--- src/rtl/svc_pkg.sv ---
// ----------------------------------------------------------------------------
// svc_pkg: shared types and constants of the signed varint codec
// Transfer payload structs, controller commands and datapath status.
// ----------------------------------------------------------------------------
package svc_pkg;

    localparam int unsigned MaxCodeBytes = 10;
    localparam int unsigned CountW       = 4;
    localparam int unsigned PosW         = 7;

    localparam logic ReqEncode  = 1'b0;
    localparam logic ReqDecode  = 1'b1;
    localparam logic KindByte   = 1'b0;
    localparam logic KindValue  = 1'b1;

    localparam logic [5:0]      FirstMask  = 6'h3f;
    localparam logic [6:0]      NextMask   = 7'h7f;
    localparam logic [63:0]     FirstLimit = 64'h40;
    localparam logic [63:0]     NextLimit  = 64'h80;
    localparam logic [PosW-1:0] FirstBits  = PosW'(6);
    localparam logic [PosW-1:0] NextBits   = PosW'(7);

    typedef struct packed {
        logic               req_type;
        logic signed [63:0] enc_value;
        logic [7:0]         in_byte;
    } t_in;

    typedef struct packed {
        logic               out_kind;
        logic [7:0]         out_byte;
        logic               out_last;
        logic signed [63:0] decoded_value;
        logic               decode_error;
    } t_out;

    typedef struct packed {
        logic enc_load;
        logic enc_step;
        logic dec_byte;
    } t_cmd;

    typedef struct packed {
        logic enc_first_more;
        logic enc_step_more;
        logic dec_result;
    } t_stat;

endpackage

--- src/rtl/svc_dp.sv ---
// ----------------------------------------------------------------------------
// svc_dp: datapath of the signed varint codec
// Holds the encode shift register, the decode accumulator and the output
// payload register.
// ----------------------------------------------------------------------------
module svc_dp (
    input  logic          i_clk,
    input  logic          i_rst_n,
    input  svc_pkg::t_in  i_in_data,
    input  svc_pkg::t_cmd i_cmd,
    output svc_pkg::t_stat o_stat,
    output svc_pkg::t_out o_out_data
);

    logic [63:0]                    r_mag;
    logic [63:0]                    r_acc;
    logic [svc_pkg::PosW-1:0]       r_pos;
    logic                           r_sign;
    logic [svc_pkg::CountW-1:0]     r_count;
    svc_pkg::t_out                  r_out;

    logic                           w_neg;
    logic [63:0]                    w_abs;
    logic                           w_first_more;
    logic                           w_step_more;
    logic [63:0]                    w_shifted;
    logic [63:0]                    w_acc;
    logic                           w_sign;
    logic [svc_pkg::CountW-1:0]     w_count;
    logic                           w_overlong;
    logic                           w_done;
    logic [63:0]                    w_value;

    always_comb begin
        w_neg        = i_in_data.enc_value[63];
        w_abs        = w_neg ? (64'd0 - 64'(i_in_data.enc_value))
                             : 64'(i_in_data.enc_value);
        w_first_more = (w_abs >= svc_pkg::FirstLimit);
        w_step_more  = (r_mag >= svc_pkg::NextLimit);

        w_shifted = r_pos[svc_pkg::PosW-1] ? 64'd0
                  : (64'(i_in_data.in_byte[6:0]) << r_pos[5:0]);
        if (r_count == '0) begin
            w_acc  = 64'(i_in_data.in_byte[5:0] & svc_pkg::FirstMask);
            w_sign = i_in_data.in_byte[6];
        end else begin
            w_acc  = r_acc | w_shifted;
            w_sign = r_sign;
        end
        w_count    = r_count + svc_pkg::CountW'(1);
        w_overlong = i_in_data.in_byte[7]
                   && (w_count >= svc_pkg::CountW'(svc_pkg::MaxCodeBytes));
        w_done     = !i_in_data.in_byte[7] || w_overlong;
        w_value    = w_sign ? (64'd0 - w_acc) : w_acc;
    end

    always_ff @(posedge i_clk) begin
        if (!i_rst_n) begin
            r_acc   <= '0;
            r_pos   <= '0;
            r_sign  <= 1'b0;
            r_count <= '0;
        end else if (i_cmd.dec_byte) begin
            if (w_done) begin
                r_acc   <= '0;
                r_pos   <= '0;
                r_sign  <= 1'b0;
                r_count <= '0;
            end else begin
                r_acc   <= w_acc;
                r_pos   <= (r_count == '0) ? svc_pkg::FirstBits
                                           : r_pos + svc_pkg::NextBits;
                r_sign  <= w_sign;
                r_count <= w_count;
            end
        end
    end

    always_ff @(posedge i_clk) begin
        if (i_cmd.enc_load) begin
            r_mag                 <= w_abs >> 6;
            r_out.out_kind        <= svc_pkg::KindByte;
            r_out.out_byte        <= {w_first_more, w_neg, w_abs[5:0]};
            r_out.out_last        <= !w_first_more;
            r_out.decoded_value   <= '0;
            r_out.decode_error    <= 1'b0;
        end else if (i_cmd.enc_step) begin
            r_mag                 <= r_mag >> 7;
            r_out.out_kind        <= svc_pkg::KindByte;
            r_out.out_byte        <= {w_step_more, r_mag[6:0] & svc_pkg::NextMask};
            r_out.out_last        <= !w_step_more;
            r_out.decoded_value   <= '0;
            r_out.decode_error    <= 1'b0;
        end else if (i_cmd.dec_byte) begin
            r_out.out_kind        <= svc_pkg::KindValue;
            r_out.out_byte        <= '0;
            r_out.out_last        <= 1'b0;
            r_out.decoded_value   <= w_overlong ? 64'd0 : w_value;
            r_out.decode_error    <= w_overlong;
        end
    end

    assign o_stat.enc_first_more = w_first_more;
    assign o_stat.enc_step_more  = w_step_more;
    assign o_stat.dec_result     = w_done;
    assign o_out_data            = r_out;

endmodule

--- src/rtl/svc_ctrl.sv ---
// ----------------------------------------------------------------------------
// svc_ctrl: controller of the signed varint codec
// Runs the transfer handshakes and steps the datapath through encode runs and decode bytes.
// ----------------------------------------------------------------------------
module svc_ctrl (
    input  logic           i_clk,
    input  logic           i_rst_n,
    input  logic           i_in_valid,
    output logic           o_in_stall,
    input  logic           i_req_type,
    output logic           o_out_valid,
    input  logic           i_out_stall,
    input  svc_pkg::t_stat i_stat,
    output svc_pkg::t_cmd  o_cmd
);

    typedef enum logic {
        ST_IDLE,
        ST_ENC
    } t_state;

    t_state r_state, n_state;
    logic   r_out_valid, n_out_valid;
    logic   w_out_free;
    logic   w_in_fire;

    always_comb begin
        w_out_free = !r_out_valid || !i_out_stall;
        o_in_stall = (r_state != ST_IDLE) || !w_out_free;
        w_in_fire  = i_in_valid && !o_in_stall;

        o_cmd       = '0;
        n_state     = r_state;
        n_out_valid = w_out_free ? 1'b0 : r_out_valid;

        case (r_state)
            ST_IDLE: begin
                if (w_in_fire) begin
                    if (i_req_type == svc_pkg::ReqEncode) begin
                        o_cmd.enc_load = 1'b1;
                        n_out_valid    = 1'b1;
                        if (i_stat.enc_first_more) begin
                            n_state = ST_ENC;
                        end
                    end else begin
                        o_cmd.dec_byte = 1'b1;
                        n_out_valid    = i_stat.dec_result;
                    end
                end
            end
            ST_ENC: begin
                if (w_out_free) begin
                    o_cmd.enc_step = 1'b1;
                    n_out_valid    = 1'b1;
                    if (!i_stat.enc_step_more) begin
                        n_state = ST_IDLE;
                    end
                end
            end
            default: begin
                n_state = ST_IDLE;
            end
        endcase
    end

    always_ff @(posedge i_clk) begin
        if (!i_rst_n) begin
            r_state     <= ST_IDLE;
            r_out_valid <= 1'b0;
        end else begin
            r_state     <= n_state;
            r_out_valid <= n_out_valid;
        end
    end

    assign o_out_valid = r_out_valid;

    a_enc_blocks_input: assert property (@(posedge i_clk) disable iff (!i_rst_n)
        (r_state == ST_ENC) |-> o_in_stall)
        else $error("Input transfer possible during an encode run.");

    a_one_command: assert property (@(posedge i_clk) disable iff (!i_rst_n)
        $onehot0({o_cmd.enc_load, o_cmd.enc_step, o_cmd.dec_byte}))
        else $error("More than one datapath command at once.");

    a_result_kept: assert property (@(posedge i_clk) disable iff (!i_rst_n)
        (r_out_valid && i_out_stall) |-> !(o_cmd.enc_load || o_cmd.enc_step
                                            || o_cmd.dec_byte))
        else $error("Datapath command would overwrite a waiting result.");

    a_step_emits: assert property (@(posedge i_clk) disable iff (!i_rst_n)
        (o_cmd.enc_load || o_cmd.enc_step) |=> r_out_valid)
        else $error("Encoded byte lost.");

endmodule

--- src/rtl/signed_varint_codec.sv ---
// ----------------------------------------------------------------------------
// signed_varint_codec: sign-magnitude varint encoder and decoder
// Top level joining the controller and the datapath.
// ----------------------------------------------------------------------------
// An encode request emits 1 to 10 bytes from the shift register that walks
// the magnitude seven bits at a time, one per cycle while the output is not
// stalled; the next input is taken once the final byte leaves the output
// register. Decode bytes go in at one per cycle while no result waits
// stalled. A single output register parts the two sides, so an input
// transfer is accepted in the same cycle that a waiting result is taken.
// ----------------------------------------------------------------------------
module signed_varint_codec (
    input  logic          i_clk,
    input  logic          i_rst_n,
    input  logic          i_in_valid,
    output logic          o_in_stall,
    input  svc_pkg::t_in  i_in_data,
    output logic          o_out_valid,
    input  logic          i_out_stall,
    output svc_pkg::t_out o_out_data
);

    svc_pkg::t_cmd  w_cmd;
    svc_pkg::t_stat w_stat;

    svc_ctrl u_ctrl (
        .i_clk       (i_clk),
        .i_rst_n     (i_rst_n),
        .i_in_valid  (i_in_valid),
        .o_in_stall  (o_in_stall),
        .i_req_type  (i_in_data.req_type),
        .o_out_valid (o_out_valid),
        .i_out_stall (i_out_stall),
        .i_stat      (w_stat),
        .o_cmd       (w_cmd)
    );

    svc_dp u_dp (
        .i_clk      (i_clk),
        .i_rst_n    (i_rst_n),
        .i_in_data  (i_in_data),
        .i_cmd      (w_cmd),
        .o_stat     (w_stat),
        .o_out_data (o_out_data)
    );

endmodule

--- config.mk ---
export PLATFORM = sky130hd
export DESIGN_NAME = signed_varint_codec
export DESIGN_NICKNAME = d
export VERILOG_FILES = /design/src/rtl/svc_pkg.sv /design/src/rtl/svc_dp.sv /design/src/rtl/svc_ctrl.sv /design/src/rtl/signed_varint_codec.sv
export SDC_FILE = /design/constraint.sdc
export NUM_CORES = 1
export LEC_CHECK = 0
export ABC_AREA = 1
export BUFFER_PORTS_ARGS = -buffer_cell sky130_fd_sc_hd__buf_2
export CAP_MARGIN = 20
export CORE_UTILIZATION = 45
export DETAILED_ROUTE_END_ITERATION = 16
export SLEW_MARGIN = 20
export SYNTH_ARGS = -nofsm -noshare
export SYNTH_HDL_FRONTEND = slang
export SYNTH_SLANG_ARGS = --single-unit
--- constraint.sdc ---
create_clock -name i_clk -period 3.6 [get_ports i_clk]
set_input_delay 0.36 -clock i_clk [delete_from_list [all_inputs] [get_ports i_clk]]
set_output_delay 0.36 -clock i_clk [all_outputs]
set_load 0.05 [all_outputs]
Yosys cells after proc, flatten, opt, wreduce, memory -nomap -nowiden
Cells that the tools add are included.

Register bits: 211. Output and inout port bits: 77. Input bits: 77.

Shifts and indexed selects: 1. Muxes and demuxes: 35. Add/subtract/negate cells: 4. Reduce and logical (&&, ||, !) cells: 16. Order comparisons: 3. Bitwise logic cells: 2.

Operator list (number): $mux W64 (6); $mux W74 (3); $sub A1 B64 Y64 const A (2); $mux W58 (2); $ge A64 B7 Y1 const B (1); $or A64 B64 Y64 (1); $shl A7 B6 Y64 (1); $ge A58 B8 Y1 const B (1); $mux W1 (19); $mux W7 (2); $add A7 B3 Y7 const B (1); $logic_not A1 Y1 (7); $add A4 B1 Y4 const B (1); $ge A4 B4 Y1 const B (1); $logic_not A4 Y1 (1); $mux W4 (1); $pmux W1 S2 (2); $logic_or A1 B1 Y1 (3); $reduce_bool A3 Y1 (1); $logic_and A1 B1 Y1 (2); $reduce_bool A2 Y1 (1); $reduce_or A2 Y1 (1); $not A1 Y1 (1).

Depth between registers and ports, before layout
Depth in word-level cells: 11. Gate-level depth with buffers: 23. Mapped depth without buffers: 21.

Cells and area by module
From an unflattened synthesis, not the netlist that was laid out.

Cell total of the unflattened synthesis: 2332. Area, all modules: 14792.9 µm².

By module, submodules not included: svc_dp (seq. area each 4854.7 µm², cells each 2311, area an instance 14659.1 µm², instances 1); svc_ctrl (seq. area each 40.0 µm², cells each 21, area an instance 133.9 µm², instances 1).

Least setup slack after synthesis
No wires, ideal clock.

Path type: register to register. From: reg u_ctrl.r_out_valid, in the netlist u_ctrl.o_out_valid. To: reg u_dp.r_mag[0], enable pin. Library setup time: 0.445 ns. Required time: 3.155 ns. Setup slack: 0.049 ns. Stages on the path, launching flop included: 7. Arrival: 3.106 ns. Clock period less this slack: 3.551 ns. Cell sequence: dfxtp_1 -> nand2_1 -> nand3_1 -> nor2_1 -> inv_1 -> nand2_1 -> clkbuf_1.

Longest elaborated chain between the ends: 9. Elaborated cells on any way between the ends: 11. Those cells by class: 4 x mux; 7 x reduce/logical.

RTL lines: from (decl) (line svc_ctrl.sv:23) `logic r_out_valid, n_out_valid;`; from (signal assigned) (line svc_ctrl.sv:72) `r_out_valid <= n_out_valid;`; $logic_not A1 Y1 * (line svc_ctrl.sv:28) `w_out_free = !r_out_valid || !i_out_stall;`; $logic_or A1 B1 Y1 * (line svc_ctrl.sv:28); $logic_not A1 Y1 (line svc_ctrl.sv:29) `o_in_stall = (r_state != ST_IDLE) || !w_out_free;`; $logic_or A1 B1 Y1 (line svc_ctrl.sv:29); $logic_not A1 Y1 (line svc_ctrl.sv:30) `w_in_fire = i_in_valid && !o_in_stall;`; $logic_and A1 B1 Y1 (line svc_ctrl.sv:30); $mux W1 (line svc_ctrl.sv:38) `if (w_in_fire) begin`; $mux W1 (line svc_ctrl.sv:36) `case (r_state)`; $reduce_bool A2 Y1 (no source line) *; to (signal assigned) (line svc_dp.sv:81) `r_mag <= w_abs >> 6;`; to (signal assigned) (line svc_dp.sv:88) `r_mag <= r_mag >> 7;`; to (decl) (line svc_dp.sv:15) `logic [63:0] r_mag;`.

Mark *: on every way between the ends. The rest lies on a longest branch, timed or not. A chain may end at the register's enable or synchronous reset.

Worst setup path in the final report
From: reg u_dp.r_pos[4] in the netlist's numbering. To: reg u_dp.r_out, in the netlist u_dp.o_out_data[63].

Longest elaborated chain between the ends: 7.

RTL lines: from (decl) (line svc_dp.sv:17) `logic [svc_pkg::PosW-1:0] r_pos;`; from (signal assigned) (line svc_dp.sv:71) `r_pos <= (r_count == '0) ? svc_pkg::FirstBits`; $shl A7 B6 Y64 * (line svc_dp.sv:42) `: (64'(i_in_data.in_byte[6:0]) << r_pos[5:0]);`; $mux W64 * (line svc_dp.sv:41) `w_shifted = r_pos[svc_pkg::PosW-1] ? 64'd0`; $or A64 B64 Y64 * (line svc_dp.sv:47) `w_acc = r_acc | w_shifted;`; $mux W64 * (line svc_dp.sv:43) `if (r_count == '0) begin`; $sub A1 B64 Y64 (line svc_dp.sv:54) `w_value = w_sign ? (64'd0 - w_acc) : w_acc;`; $mux W64 * (line svc_dp.sv:54); $mux W64 * (line svc_dp.sv:98) `r_out.decoded_value <= w_overlong ? 64'd0 : w_value;`; to (decl) (line svc_dp.sv:20) `svc_pkg::t_out r_out;`.

Marked as above.

==> impl_metrics.json <==
{
  "crit_buf_inv": 2,
  "area_growth_pct": 13.9,
  "rsz0062_at_grt": "no",
  "io_buffers": 153,
  "status": "finished, final reports clean",
  "drt-total-wl_microns": 51200,
  "layout_common_cells": "761 x nand2_1, 208 x nor2_1, 183 x inv_1",
  "finalHoldViolCount": 0,
  "overflow": 0,
  "avgSynthCellArea_sq_um": 6.56,
  "place_area_sq_um": 15900,
  "cts_sinks": 211,
  "grt_util_met1_pct": 45.4,
  "rows": 65,
  "first_iter_violations": 1511,
  "final_common_cell": "nand2_1",
  "drive_gt1_share_pct": 15.4,
  "post_cts_buffers": 0,
  "skew_ns": 0.0291,
  "final.setup.worst_slack_ns": 0.450,
  "grt_pass1_vias": 13900,
  "cts_tree": "done",
  "synth_flop_cell": "dfxtp_1",
  "report.final.slew_viol_count": 0,
  "path_cells": "inv_2, nor2_1, inv_1, nor2_2, nand3_1, nand2_1, nand2_1, nand2_1, nor2_1, nand3_1, nor2_1, nand2_1, nand2_1, nand2_1, nand2_1, nand2_1, nand2_1, a21oi_1",
  "core_area_sq_um": 31800,
  "holdCritPathClass": "input port to register",
  "ys_seq_elements": 211,
  "period_needed_ns": 3.15,
  "max_stage_delay_ns": 0.62,
  "synth_edf_count": 67,
  "start_kind": "register",
  "start_util_pct": 46.0,
  "grt_max_degree": 78,
  "synth_area_sq_um": 14600,
  "grtUsageTotal_pct": 30.4,
  "place.detailed.hpwl_microns": 39700,
  "drc": 0,
  "dr.pass1.iters": 7,
  "gr-usage-met2_pct": 45.1,
  "clkSlewWorstSetupHoldPaths_ns": 0.06,
  "crit_type": "register to register",
  "synth_cell_types": 57,
  "max_cap_violations": 0,
  "die_h_microns": 182,
  "viasPerCell": 5.47,
  "fin_area_sq_um": 16700,
  "setup_tns_ns": 0,
  "antenna_cells": 0,
  "yosysWarnings": 0,
  "antenna_found_initial": 0,
  "cpMaxStageDelayCell": "dfxtp_1",
  "dieWidth_microns": 182,
  "synthCells": 2232,
  "pwr_density_cell_nw_per_um2": 411,
  "fin_crit_sh_pct": 87.5,
  "p_leak_uw": 0.00796,
  "wl_per_cell_microns": 18.3,
  "crit_top_cell": "nand2_1",
  "tightest_slew_ns": 0.801,
  "fin_nets": 2429,
  "vdd_drop_max_mv": 0.431,
  "htreeDepth": 1,
  "ios": 154,
  "finalSetupViolCount": 0,
  "grt_use_met3_pct": 5.43,
  "cpLargestDelayFamily": "simple AND/OR/NAND/NOR gates",
  "clock.fmax_ghz": 0.317,
  "maxSlewHeadroom_pct": 46.6,
  "clk_latency_ns": 0.55,
  "syn_nets": 2315,
  "crit_path_end_kind": "register",
  "grt_pass1_wl_microns": 78800,
  "dp_slack_ns": 0.473,
  "die_area_sq_um": 33300,
  "cts_root_buf": "clkbuf_16",
  "critPathMaxFanout": 13,
  "top_usage_layer": "met1",
  "worstPathArrival_ns": 3.63,
  "dr_total_vias": 15300,
  "crit_required_ns": 4.08,
  "synthArstFlopShare_pct": 0,
  "clk_path_buf_depth": 3,
  "cts-hold-fix-buffers": 0,
  "cts_buffers": 25,
  "ant_nets": 0,
  "yosysSeqAreaShare_pct": 33.4,
  "ctsResizeCount": 0,
  "gp_congestion": 0.989
}
## power by group
part	switching [uW]	leakage, uW	internal [uW]	total (uW)
clock	1030	0.000400	1530	2570
combinational	1150	0.00574	390	1540
sequential	85.4	0.00182	2660	2750
total	2270	0.00796	4590	6850
## per-stage QoR
stage / power [uW] / utilization, % / instances / hold WS [ns]
floorplan: 3850 / - / 2232 / 0.437
global placement: 4310 / 49.9 / 2754 / 0.430
detailed placement: 4320 / 49.9 / 2754 / 0.439
CTS: 6880 / 52.5 / 2800 / 0.0957
global route: 7120 / 52.5 / 2800 / 0.148
finish: 6850 / 52.5 / 2800 / 0.119
## sequential cells by signal, indices dropped and copies added (netlist names)
name and flops:
u_ctrl.o_out_valid 1, u_ctrl.r_state 1, u_dp.o_out_data 75, u_dp.r_acc 64, u_dp.r_count 4, u_dp.r_mag 58
u_dp.r_pos 7, u_dp.r_sign 1
## synthesized netlist by cell type, types with 17 or more instances
library cell | number | area, sq um
nand2_2 | 38 | 238
nand3_2 | 20 | 200
clkbuf_1 | 59 | 221
edfxtp_1 | 67 | 2010
dfxtp_1 | 144 | 2880
a21oi_1 | 129 | 646
nor4_1 | 20 | 125
buf_2 | 29 | 145
o21ai_1 | 23 | 115
nand4_1 | 73 | 457
nand2_1 | 762 | 2860
o2111a_1 | 19 | 214
o21ai_0 | 68 | 340
inv_1 | 185 | 694
xor2_1 | 56 | 490
nor2_1 | 210 | 788
xnor2_1 | 19 | 166
nor3_1 | 17 | 85.1
nand3_1 | 145 | 726
## cell type report
class,count,area (sq um)
inverter,201,758
timing repair buffer,187,1100
tap,435,544
sequential,211,4890
fill,3359,15100
clock inverter,11,145
clock buffer,35,677
multi-input combinational,1720,8570
## final timing paths
| kind | start | endpoint | slack, ns | cells after the start |
|---|---|---|---|---|
| hold / removal | i_in_valid | u_ctrl.o_out_valid | 0.12 | 3 |
| hold reg to reg | u_dp.o_out_data[74] | u_dp.o_out_data[74] | 0.45 | 2 |
| setup / recovery | u_dp.r_pos[4] | u_dp.o_out_data[63] | 0.45 | 18 |
| setup reg to reg | u_dp.r_pos[4] | u_dp.o_out_data[63] | 0.45 | 18 |
## per-layer routing
metal	wire length [microns]	part of all wire (%)	vias up
li1	-	-	7540
met1	24800	48	7081
met2	21200	41	628
met3	4070	7.9	73
met4	1130	2.2	0
met5	0	0	-
## kinds of logic (layout without fill, tap and decap cells)
| family | after synthesis | after routing | share of synthesized area (%) |
|---|---|---|---|
| AO/OA/AOI/OAI | 293 | 293 | 12.1 |
| XOR/XNOR | 75 | 75 | 4.49 |
| adder cells (fa/ha/maj) | 6 | 6 | 0.513 |
| buffers and inverters | 301 | 434 | 8.34 |
| flip-flops | 211 | 211 | 33.4 |
| AND/OR/NAND/NOR | 1346 | 1346 | 41.2 |
## worst min-delay path, stage by stage
cell     delay, ns
buf_2         0.12
o21ai_0       0.07
a31oi_1       0.07
Note: power is estimated with default switching activity, not from simulation.
